<file path="config.mk">
export PLATFORM = sky130hd
export DESIGN_NAME = gcd_lcm_unit
export DESIGN_NICKNAME = d
export VERILOG_FILES = /design/src/rtl/gcdlcm_pkg.sv /design/src/rtl/gcdlcm_dp.sv /design/src/rtl/gcdlcm_ctrl.sv /design/src/rtl/gcd_lcm_unit.sv
export SDC_FILE = /design/constraint.sdc
export NUM_CORES = 1
export LEC_CHECK = 0
export CAP_MARGIN = 40
export CORE_MARGIN = 4
export CORE_UTILIZATION = 65
export DETAILED_ROUTE_END_ITERATION = 10
export DONT_BUFFER_PORTS = 1
export PLACE_DENSITY = 0.81
export SETUP_SLACK_MARGIN = 0.02
export SYNTH_ARGS = -nofsm -noshare
export SYNTH_HDL_FRONTEND = slang
export SYNTH_SLANG_ARGS = --single-unit
</file>
<file path="constraint.sdc">
create_clock -name aclk -period 7.06 [get_ports aclk]
set_clock_uncertainty 0.1 [all_clocks]
set_input_delay 0.353 -clock aclk [delete_from_list [all_inputs] [get_ports aclk]]
set_output_delay 0.353 -clock aclk [all_outputs]
set_load 0.02 [all_outputs]
</file>
<file path="src/rtl/gcdlcm_pkg.sv">
package gcdlcm_pkg;

    localparam int OPERAND_WIDTH = 16;
    localparam int FIELD_W       = 16;
    localparam int DIVISOR_W     = 16;
    localparam int MULTIPLE_W    = 32;

    typedef enum logic [2:0] {
        OP_NONE,
        OP_LOAD,
        OP_STRIP,
        OP_NORM_X,
        OP_REDUCE,
        OP_DIV_INIT,
        OP_DIV_STEP,
        OP_MUL
    } dp_op_t;

    typedef struct packed {
        dp_op_t op;
        logic   publish;
    } cmd_t;

    typedef struct packed {
        logic zero_op;
        logic both_even;
        logic x_even;
        logic y_zero;
        logic div_last;
        logic out_free;
    } status_t;

endpackage

</file>
<file path="src/rtl/gcdlcm_dp.sv">
module gcdlcm_dp #(
    parameter int OPERAND_WIDTH = gcdlcm_pkg::OPERAND_WIDTH
) (
    input  logic                                         aclk,
    input  logic                                         aresetn,
    input  gcdlcm_pkg::cmd_t                             cmd,
    output gcdlcm_pkg::status_t                          status,
    input  logic [gcdlcm_pkg::FIELD_W-1:0]               operand_a,
    input  logic [gcdlcm_pkg::FIELD_W-1:0]               operand_b,
    input  logic                                         out_ready,
    output logic                                         out_valid,
    output logic [gcdlcm_pkg::DIVISOR_W-1:0]             divisor_out,
    output logic [gcdlcm_pkg::MULTIPLE_W-1:0]            multiple_out,
    output logic                                         zero_error
);

    localparam int W     = OPERAND_WIDTH;
    localparam int CNT_W = (W > 1) ? $clog2(W) : 1;
    localparam int FW    = gcdlcm_pkg::FIELD_W;
    localparam int DW    = gcdlcm_pkg::DIVISOR_W;
    localparam int MW    = gcdlcm_pkg::MULTIPLE_W;

    logic [W-1:0]     a_reg, a_next, b_reg, b_next;
    logic [W-1:0]     x_reg, x_next, y_reg, y_next;
    logic [W-1:0]     g_reg, g_next;
    logic [W-1:0]     quo_reg, quo_next;
    logic [W:0]       rem_reg, rem_next;
    logic [CNT_W-1:0] sh_reg, sh_next, cnt_reg, cnt_next;
    logic [2*W-1:0]   prod_reg, prod_next;
    logic             zero_reg, zero_next;

    logic             out_valid_reg, out_valid_next;
    logic [DW-1:0]    out_div_reg, out_div_next;
    logic [MW-1:0]    out_mul_reg, out_mul_next;
    logic             out_err_reg, out_err_next;

    logic [W+FW-1:0]  a_wide, b_wide;
    logic [W:0]       rem_sh, diff;
    logic [W+DW-1:0]  g_ext;
    logic [2*W+MW-1:0] prod_ext;

    assign a_wide   = {{W{1'b0}}, operand_a};
    assign b_wide   = {{W{1'b0}}, operand_b};
    assign rem_sh   = {rem_reg[W-1:0], quo_reg[W-1]};
    assign diff     = rem_sh - {1'b0, g_reg};
    assign g_ext    = {{DW{1'b0}}, g_reg};
    assign prod_ext = {{MW{1'b0}}, prod_reg};

    always_comb begin
        a_next    = a_reg;
        b_next    = b_reg;
        x_next    = x_reg;
        y_next    = y_reg;
        g_next    = g_reg;
        quo_next  = quo_reg;
        rem_next  = rem_reg;
        sh_next   = sh_reg;
        cnt_next  = cnt_reg;
        prod_next = prod_reg;
        zero_next = zero_reg;
        unique case (cmd.op)
            gcdlcm_pkg::OP_LOAD: begin
                a_next    = a_wide[W-1:0];
                b_next    = b_wide[W-1:0];
                x_next    = a_wide[W-1:0];
                y_next    = b_wide[W-1:0];
                sh_next   = '0;
                zero_next = (a_wide[W-1:0] == '0) || (b_wide[W-1:0] == '0);
            end
            gcdlcm_pkg::OP_STRIP: begin
                x_next  = x_reg >> 1;
                y_next  = y_reg >> 1;
                sh_next = sh_reg + 1'b1;
            end
            gcdlcm_pkg::OP_NORM_X: begin
                x_next = x_reg >> 1;
            end
            gcdlcm_pkg::OP_REDUCE: begin
                if (!y_reg[0]) begin
                    y_next = y_reg >> 1;
                end else if (x_reg > y_reg) begin
                    x_next = y_reg;
                    y_next = x_reg - y_reg;
                end else begin
                    y_next = y_reg - x_reg;
                end
            end
            gcdlcm_pkg::OP_DIV_INIT: begin
                g_next   = x_reg << sh_reg;
                quo_next = a_reg;
                rem_next = '0;
                cnt_next = '0;
            end
            gcdlcm_pkg::OP_DIV_STEP: begin
                cnt_next = cnt_reg + 1'b1;
                if (!diff[W]) begin
                    rem_next = diff;
                    quo_next = {quo_reg[W-2:0], 1'b1};
                end else begin
                    rem_next = rem_sh;
                    quo_next = {quo_reg[W-2:0], 1'b0};
                end
            end
            gcdlcm_pkg::OP_MUL: begin
                prod_next = quo_reg * b_reg;
            end
            default: begin
            end
        endcase
    end

    always_comb begin
        out_valid_next = out_valid_reg;
        out_div_next   = out_div_reg;
        out_mul_next   = out_mul_reg;
        out_err_next   = out_err_reg;
        if (cmd.publish) begin
            out_valid_next = 1'b1;
            out_err_next   = zero_reg;
            out_div_next   = zero_reg ? '0 : g_ext[DW-1:0];
            out_mul_next   = zero_reg ? '0 : prod_ext[MW-1:0];
        end else if (out_ready) begin
            out_valid_next = 1'b0;
        end
    end

    always_ff @(posedge aclk) begin
        a_reg       <= a_next;
        b_reg       <= b_next;
        x_reg       <= x_next;
        y_reg       <= y_next;
        g_reg       <= g_next;
        quo_reg     <= quo_next;
        rem_reg     <= rem_next;
        sh_reg      <= sh_next;
        cnt_reg     <= cnt_next;
        prod_reg    <= prod_next;
        zero_reg    <= zero_next;
        out_div_reg <= out_div_next;
        out_mul_reg <= out_mul_next;
        out_err_reg <= out_err_next;
        if (!aresetn) begin
            out_valid_reg <= 1'b0;
        end else begin
            out_valid_reg <= out_valid_next;
        end
    end

    assign status.zero_op   = zero_reg;
    assign status.both_even = !(x_reg[0] | y_reg[0]);
    assign status.x_even    = !x_reg[0];
    assign status.y_zero    = (y_reg == '0);
    assign status.div_last  = (cnt_reg == CNT_W'(W - 1));
    assign status.out_free  = !out_valid_reg || out_ready;

    assign out_valid    = out_valid_reg;
    assign divisor_out  = out_div_reg;
    assign multiple_out = out_mul_reg;
    assign zero_error   = out_err_reg;

endmodule

</file>
<file path="src/rtl/gcdlcm_ctrl.sv">
module gcdlcm_ctrl (
    input  logic                aclk,
    input  logic                aresetn,
    input  logic                req_valid,
    output logic                req_ready,
    input  gcdlcm_pkg::status_t status,
    output gcdlcm_pkg::cmd_t    cmd
);

    typedef enum logic [2:0] {
        S_IDLE,
        S_CHECK,
        S_STRIP,
        S_NORM,
        S_REDUCE,
        S_DIV,
        S_MUL,
        S_DONE
    } state_t;

    state_t state_reg, state_next;

    always_comb begin
        state_next  = state_reg;
        cmd.op      = gcdlcm_pkg::OP_NONE;
        cmd.publish = 1'b0;
        req_ready   = 1'b0;
        unique case (state_reg)
            S_IDLE: begin
                req_ready = 1'b1;
                if (req_valid) begin
                    cmd.op     = gcdlcm_pkg::OP_LOAD;
                    state_next = S_CHECK;
                end
            end
            S_CHECK: begin
                state_next = status.zero_op ? S_DONE : S_STRIP;
            end
            S_STRIP: begin
                if (status.both_even) begin
                    cmd.op = gcdlcm_pkg::OP_STRIP;
                end else begin
                    state_next = S_NORM;
                end
            end
            S_NORM: begin
                if (status.x_even) begin
                    cmd.op = gcdlcm_pkg::OP_NORM_X;
                end else begin
                    state_next = S_REDUCE;
                end
            end
            S_REDUCE: begin
                if (status.y_zero) begin
                    cmd.op     = gcdlcm_pkg::OP_DIV_INIT;
                    state_next = S_DIV;
                end else begin
                    cmd.op = gcdlcm_pkg::OP_REDUCE;
                end
            end
            S_DIV: begin
                cmd.op = gcdlcm_pkg::OP_DIV_STEP;
                if (status.div_last) begin
                    state_next = S_MUL;
                end
            end
            S_MUL: begin
                cmd.op     = gcdlcm_pkg::OP_MUL;
                state_next = S_DONE;
            end
            S_DONE: begin
                if (status.out_free) begin
                    cmd.publish = 1'b1;
                    state_next  = S_IDLE;
                end
            end
            default: begin
                state_next = S_IDLE;
            end
        endcase
    end

    always_ff @(posedge aclk) begin
        if (!aresetn) begin
            state_reg <= S_IDLE;
        end else begin
            state_reg <= state_next;
        end
    end

endmodule

</file>
<file path="src/rtl/gcd_lcm_unit.sv">
// GCD / LCM unit. Each request carries two unsigned operands (low OPERAND_WIDTH
// bits of each field used) and yields one result: the greatest common divisor
// (low 16 bits) and least common multiple (low 32 bits). If either operand is
// zero, m_axis_tuser is set and both values are zero. One request at a time:
// binary GCD runs one shift or subtract per cycle; every subtract but the last is
// followed by a shift, and shifts are bounded by the 2*W operand bits (W =
// OPERAND_WIDTH). A restoring divider then forms a/gcd, a multiply of the
// quotient by the second operand gives the LCM, and a zero operand skips
// straight to the result.
// A new request is taken while the previous result waits on m_axis.
module gcd_lcm_unit #(
    parameter int OPERAND_WIDTH = gcdlcm_pkg::OPERAND_WIDTH
) (
    input  logic        aclk,
    input  logic        aresetn,
    input  logic        s_axis_tvalid,
    output logic        s_axis_tready,
    input  logic [31:0] s_axis_tdata,   // [15:0] operand_a, [31:16] operand_b
    output logic        m_axis_tvalid,
    input  logic        m_axis_tready,
    output logic [47:0] m_axis_tdata,   // [15:0] divisor_out, [47:16] multiple_out
    output logic [0:0]  m_axis_tuser    // [0] zero_error
);

    gcdlcm_pkg::cmd_t    cmd;
    gcdlcm_pkg::status_t status;
    logic [gcdlcm_pkg::DIVISOR_W-1:0]  divisor_out;
    logic [gcdlcm_pkg::MULTIPLE_W-1:0] multiple_out;
    logic                              zero_error;

    gcdlcm_ctrl u_ctrl (
        .aclk      (aclk),
        .aresetn   (aresetn),
        .req_valid (s_axis_tvalid),
        .req_ready (s_axis_tready),
        .status    (status),
        .cmd       (cmd)
    );

    gcdlcm_dp #(
        .OPERAND_WIDTH (OPERAND_WIDTH)
    ) u_dp (
        .aclk         (aclk),
        .aresetn      (aresetn),
        .cmd          (cmd),
        .status       (status),
        .operand_a    (s_axis_tdata[15:0]),
        .operand_b    (s_axis_tdata[31:16]),
        .out_ready    (m_axis_tready),
        .out_valid    (m_axis_tvalid),
        .divisor_out  (divisor_out),
        .multiple_out (multiple_out),
        .zero_error   (zero_error)
    );

    assign m_axis_tdata = {multiple_out, divisor_out};
    assign m_axis_tuser = zero_error;

endmodule

</file>
* Word level (Yosys, flattened, before mapping)
Cells that the tools add are included.
Storage, ports and cells: bits in registers 206, bits in latches 0, RAM bits 0, ROM bits 0, output and inout bits 51, word-level logic and storage cells 93, memories kept 0
Operators by class: add/subtract/negate cells 5, $mul 1, divide/modulo/power cells 0, magnitude comparators 1, equal/unequal tests 23, shift-type cells 1, muxes and demuxes 30, bitwise logic cells 1, reductions and logical operators 15
Operators by type and width (number):
- $pmux W16 S3 | 2
- $mux W16 | 5
- $pmux W16 S2 | 2
- $logic_not A16 Y1 | 3
- $mul A16 B16 Y32 | 1
- $sub A16 B16 Y16 | 2
- $eq A3 B3 Y1 const B | 8
- $pmux W3 S8 | 1
- $mux W3 | 7
- $pmux W3 S6 | 1
- $sub A17 B16 Y17 | 1
- $gt A16 B16 Y1 | 1
- $pmux W4 S2 | 2
- $shl A16 B4 Y16 | 1
- $eq A3 B2 Y1 const B | 4
- $add A4 B1 Y4 const B | 2
- $mux W1 | 8
- $ne A2 B1 Y1 const B | 4
- $ne A2 B2 Y1 const B | 4
- $eq A3 B1 Y1 const B | 2
- $reduce_and A6 Y1 | 1
- $reduce_bool A2 Y1 | 3
- $reduce_bool A3 Y1 | 2
- $eq A4 B4 Y1 const B | 1
- 7 further kinds | 9

* Depth between registers and ports, before layout
word-level depth 7, gate-level depth with buffers 23, gate-level depth less buffers 22

* Hierarchy
A second synthesis with hierarchy kept.
Unflattened totals: cell total of the unflattened synthesis 1941, area total of the unflattened synthesis 19362.3 µm²
Modules (own cells, without submodules):
- gcdlcm_dp | instances 1, cells each 1899, area an instance 19029.5 µm²
- gcdlcm_ctrl | instances 1, cells each 42, area an instance 332.8 µm²

* Worst setup path before layout
Ideal clock, no wire load.
path type flip-flop to flip-flop, start point reg u_dp.b_reg[7], end point reg u_dp.prod_reg[31], data pin, library setup time 0.265 ns, data arrival time 5.675 ns, required time 6.695 ns, setup slack 1.019 ns, cell stages (with the launch flop) 23, path buffers 1, period minus slack after synthesis 6.041 ns, cell sequence edfxtp_1 clkbuf_1 nand2_1 fa_1 inv_1 fa_1 inv_1 fa_1 inv_1 fa_1 fa_1 inv_1 fa_1 inv_1 ha_1 a21oi_1 o22ai_1 o41ai_1 o21ai_1 a31oi_1 nor3_1 a221oi_1 xnor2_1
Between the ends: word-level cells in the longest chain between the ends 1
Ends and longest elaborated chain:
- from (decl) | line gcdlcm_dp.sv:23 | logic [W-1:0] a_reg, a_next, b_reg, b_next;
- from (signal assigned) | line gcdlcm_dp.sv:129 | b_reg <= b_next;
- $mul A16 B16 Y32 | line gcdlcm_dp.sv:105 | prod_next = quo_reg * b_reg;
- to (signal assigned) | line gcdlcm_dp.sv:137 | prod_reg <= prod_next;
- to (decl) | line gcdlcm_dp.sv:29 | logic [2*W-1:0] prod_reg, prod_next;
Every way passes these cells. A chain may end at the register's enable or synchronous reset.

* Worst setup path after layout
start point reg u_dp.quo_reg[9], end point reg u_dp.prod_reg[31], data pin
Between the ends: word-level cells in the longest chain between the ends 1
Ends and longest elaborated chain:
- from (decl) | line gcdlcm_dp.sv:26 | logic [W-1:0] quo_reg, quo_next;
- from (signal assigned) | line gcdlcm_dp.sv:133 | quo_reg <= quo_next;
- $mul A16 B16 Y32 | line gcdlcm_dp.sv:105
Every way passes these cells.

==> metrics.txt <==
# TYPE chip_impl_metric gauge
chip_impl_info{name="run_status",value="finished clean"} 1
chip_impl_metric{name="dr.pass1.iters",unit=""} 5
chip_impl_metric{name="die_area",unit="mm^2"} 0.0327
chip_impl_metric{name="die_width",unit="um"} 181
chip_impl_metric{name="worst-path-max-fanout",unit=""} 17
chip_impl_metric{name="grt_pass1_wl",unit="um"} 75500
chip_impl_metric{name="dieHeight",unit="um"} 181
chip_impl_metric{name="floorplan.rows",unit=""} 63
chip_impl_metric{name="synth.top_cell.area_share",unit="%"} 31.2
chip_impl_metric{name="worst_setup_hold_path_clk_slew",unit="ns"} 0.06
chip_impl_info{name="grt_setup_unrepaired",value="false"} 1
chip_impl_metric{name="syn-instance-count",unit=""} 1950
chip_impl_metric{name="fraction_of_synthesis_flops_using_an_asynchronous_set_or_reset_pin",unit="%"} 0
chip_impl_info{name="cp_common_cell",value="sky130_fd_sc_hd__fa_1"} 1
chip_impl_metric{name="depth_of_the_cts_h_tree",unit=""} 1
chip_impl_metric{name="post-dp-hpwl",unit="um"} 34300
chip_impl_metric{name="dr_wl_cell",unit="um"} 19.7
chip_impl_info{name="synth.largest_area_cell",value="sky130_fd_sc_hd__edfxtp_1"} 1
chip_impl_metric{name="worst_ep_required_time",unit="ns"} 7.24
chip_impl_metric{name="finalHoldViolations",unit=""} 0
chip_impl_metric{name="final_area",unit="mm^2"} 0.0211
chip_impl_metric{name="syn_area",unit="mm^2"} 0.0194
chip_impl_info{name="synth_common_cells",value="sky130_fd_sc_hd__inv_1 (290), sky130_fd_sc_hd__nand2_1 (269), sky130_fd_sc_hd__edfxtp_1 (202)"} 1
chip_impl_metric{name="antenna_found_initial",unit=""} 1
chip_impl_info{name="crit_path_top_delay_cell",value="sky130_fd_sc_hd__edfxtp_1"} 1
chip_impl_metric{name="cts_inserted_buffers",unit=""} 23
chip_impl_metric{name="synth-edff-count",unit=""} 202
chip_impl_metric{name="drive_gt1_share",unit="%"} 5.98
chip_impl_metric{name="synth.ff_latch_count",unit=""} 206
chip_impl_metric{name="drc_violation_count_after_routing",unit=""} 0
chip_impl_info{name="hold_path.class",value="input port to flip-flop"} 1
chip_impl_metric{name="ys.warnings.count",unit=""} 0
chip_impl_metric{name="dpl-instance-area",unit="mm^2"} 0.0197
chip_impl_metric{name="drtIter0Drc",unit=""} 1338
chip_impl_metric{name="ant_nets",unit=""} 0
chip_impl_info{name="ys_top_cells_by_area",value="sky130_fd_sc_hd__edfxtp_1 (31%), sky130_fd_sc_hd__fa_1 (20%), sky130_fd_sc_hd__ha_1 (10%)"} 1
chip_impl_metric{name="finalCritPeriodShare",unit="%"} 96.0
chip_impl_metric{name="globalplace.congestion",unit=""} 0.932
chip_impl_metric{name="timing.max_slew.rel_slack",unit="%"} 41.1
chip_impl_metric{name="number_of_global_route_vias_before_repair",unit=""} 14400
chip_impl_metric{name="ctsLongestPathBuffers",unit=""} 3
chip_impl_metric{name="worst_ep_arrival_time",unit="ns"} 6.95
chip_impl_metric{name="worst_skew_pair.late_latency",unit="ns"} 0.53
chip_impl_metric{name="grtUsageTotal",unit="%"} 28.4
chip_impl_info{name="synth.most_common_cell",value="sky130_fd_sc_hd__inv_1"} 1
chip_impl_metric{name="dr_total_vias",unit=""} 14400
chip_impl_info{name="tritoncts",value="built"} 1
chip_impl_metric{name="fin_tns_setup",unit="ns"} 0
chip_impl_metric{name="finalMaxSlewViolations",unit=""} 0
chip_impl_metric{name="cts_sinks",unit=""} 206
chip_impl_metric{name="port_buffers",unit=""} 0
chip_impl_metric{name="avgViaCountPerCell",unit=""} 6.03
chip_impl_metric{name="synthDistinctLibCells",unit=""} 81
chip_impl_metric{name="finalHoldWorstSlack",unit="ns"} 0.0101
chip_impl_metric{name="cell_count_post_placement",unit=""} 2278
chip_impl_metric{name="finish.cell_count_without_fillers",unit=""} 2382
chip_impl_metric{name="syn_avg_cell_area",unit="um^2"} 9.95
chip_impl_metric{name="cp_slowest_stage_delay",unit="ns"} 0.77
chip_impl_metric{name="num-nets-final",unit=""} 2365
chip_impl_metric{name="largest_net_degree_at_the_start_of_global_routing",unit=""} 52
chip_impl_metric{name="maxCapViolCount",unit=""} 0
chip_impl_info{name="synth-main-ff-cell",value="sky130_fd_sc_hd__edfxtp_1"} 1
chip_impl_info{name="cts_root_buf",value="sky130_fd_sc_hd__clkbuf_16"} 1
chip_impl_metric{name="flow.area_growth_from_synthesis",unit="%"} 8.70
chip_impl_metric{name="fmax",unit="GHz"} 0.148
chip_impl_metric{name="grt_overflow_total",unit=""} 0
chip_impl_info{name="crit_type",value="flip-flop to flip-flop"} 1
chip_impl_metric{name="timing.final.setup_violations",unit=""} 0
chip_impl_metric{name="wl",unit="um"} 46900
chip_impl_metric{name="synth_fp_nets",unit=""} 2341
chip_impl_info{name="worst_setup_path_end_kind",value="flip-flop"} 1
chip_impl_metric{name="proportion_of_synthesized_chip_area_in_sequential_cells",unit="%"} 31.7
chip_impl_metric{name="ioPinCount",unit=""} 87
chip_impl_metric{name="worstMarginPinSlew",unit="ns"} 0.884
chip_impl_info{name="worstPathCellList",value="nand2_1, fa_1, inv_1, fa_1, fa_1, fa_1, fa_1, inv_1, fa_1, inv_1, ha_1, a21oi_1, o22ai_1, o41ai_1, o21ai_2, a31oi_1, nor3_1, a221oi_1, xnor2_1"} 1
chip_impl_info{name="type_of_element_launching_the_critical_path",value="flip-flop"} 1
chip_impl_metric{name="initial_core_util",unit="%"} 65.7
chip_impl_metric{name="area_of_the_core",unit="mm^2"} 0.0296
chip_impl_metric{name="period_minus_slack",unit="ns"} 6.78
==> metrics by stage <==
stage | utilization (%) | setup slack, ns
after floorplan | - | 1.02
after global placement | 66.6 | 0.354
after detailed placement | 66.8 | 0.261
after CTS | 70.4 | 0.264
after global routing | 71.4 | 0.0217
final | 71.4 | 0.285
==> layer usage <==
metal / wire length [um] / GRT usage [%] / vias up / share of wire (%)
met5: 0 / 0 / - / 0
met4: 1680 / 9.80 / 0 / 3.6
met3: 4250 / 5.76 / 114 / 9.0
met2: 22600 / 46.2 / 697 / 48
met1: 18400 / 38.5 / 7018 / 39
li1: - / - / 6525 / -
==> cell usage in the layout (no fill, tap or decap), drive strengths merged, types with 4 or more instances in the layout <==
cell / Yosys / final
nand3b: 4 / 4
nor4: 18 / 18
nand3: 26 / 26
nand2: 270 / 270
o21a: 11 / 11
nand2b: 14 / 14
dlygate4sd3: 0 / 33
o21ai: 70 / 70
or2: 5 / 5
mux2i: 35 / 35
o22ai: 4 / 4
xnor2: 38 / 38
or3: 9 / 9
edfxtp: 202 / 202
dfxtp: 4 / 4
nand4: 8 / 8
a211oi: 15 / 15
inv: 292 / 293
a21oi: 87 / 87
xor2: 14 / 14
nor3: 15 / 15
buf: 20 / 48
a21o: 17 / 17
nor2b: 45 / 45
o21bai: 10 / 10
and2: 119 / 119
a22oi: 29 / 29
clkinv: 0 / 12
o41ai: 5 / 5
and3: 10 / 10
nor2: 77 / 77
clkbuf: 62 / 25
a21boi: 4 / 4
ha: 158 / 158
fa: 197 / 197
a31oi: 7 / 7
o211ai: 7 / 7
==> final cells by class <==
cell class / count / area, um^2
clock inverter: 17 / 153
timing repair buffer: 81 / 777
sequential: 206 / 6150
tap: 390 / 488
fill: 2148 / 8460
multi-input combinational: 1370 / 11900
inverter: 292 / 1100
clock buffer: 25 / 583
antenna: 1 / 2.50
==> kinds of logic after synthesis <==
kind of cell               Yosys count  share of synthesized area (%)
and+or+nand+nor                    632                           16.0
buffers and inverters              374                           7.44
adders and majority gates          355                           30.5
AOI/OAI and AO/OA                  293                           9.89
DFF                                206                           31.7
xor gates and xnor gates            52                           2.35
muxes                               38                           2.16
==> timing repair <==
item / 4_1_cts / 5_1_grt
setup buffers: 0 / 27
gates resized for setup: 0 / 2
hold endpoints to repair: 68 / 0
endpoints found under the setup margin: 0 / 5
hold buffers: 33 / 0
==> worst max-delay path, delay by kind of cell, from the launching register on <==
| family | cells | cell delay, ns |
|---|---|---|
| flops | 1 | 0.77 |
| fa+ha+maj | 7 | 3.41 |
| buf+inv | 3 | 0.16 |
| compound gates | 6 | 1.65 |
| xor+xnor | 1 | 0.11 |
| simple gates | 2 | 0.31 |
==> final timing paths <==
check | start | endpoint | slack (ns) | cells past startpoint
hold / removal | m_axis_tready | u_dp.out_valid | 0.01 | 3
setup reg to reg | u_dp.quo_reg[9] | u_dp.prod_reg[31] | 0.28 | 19
hold reg to reg | u_dp.a_reg[2] | u_dp.quo_reg[2] | 0.42 | 2
setup / recovery | u_dp.quo_reg[9] | u_dp.prod_reg[31] | 0.28 | 19
Power is not shown: default switching activity piles up to over one toggle a cycle in this logic, so the estimate is an artifact.
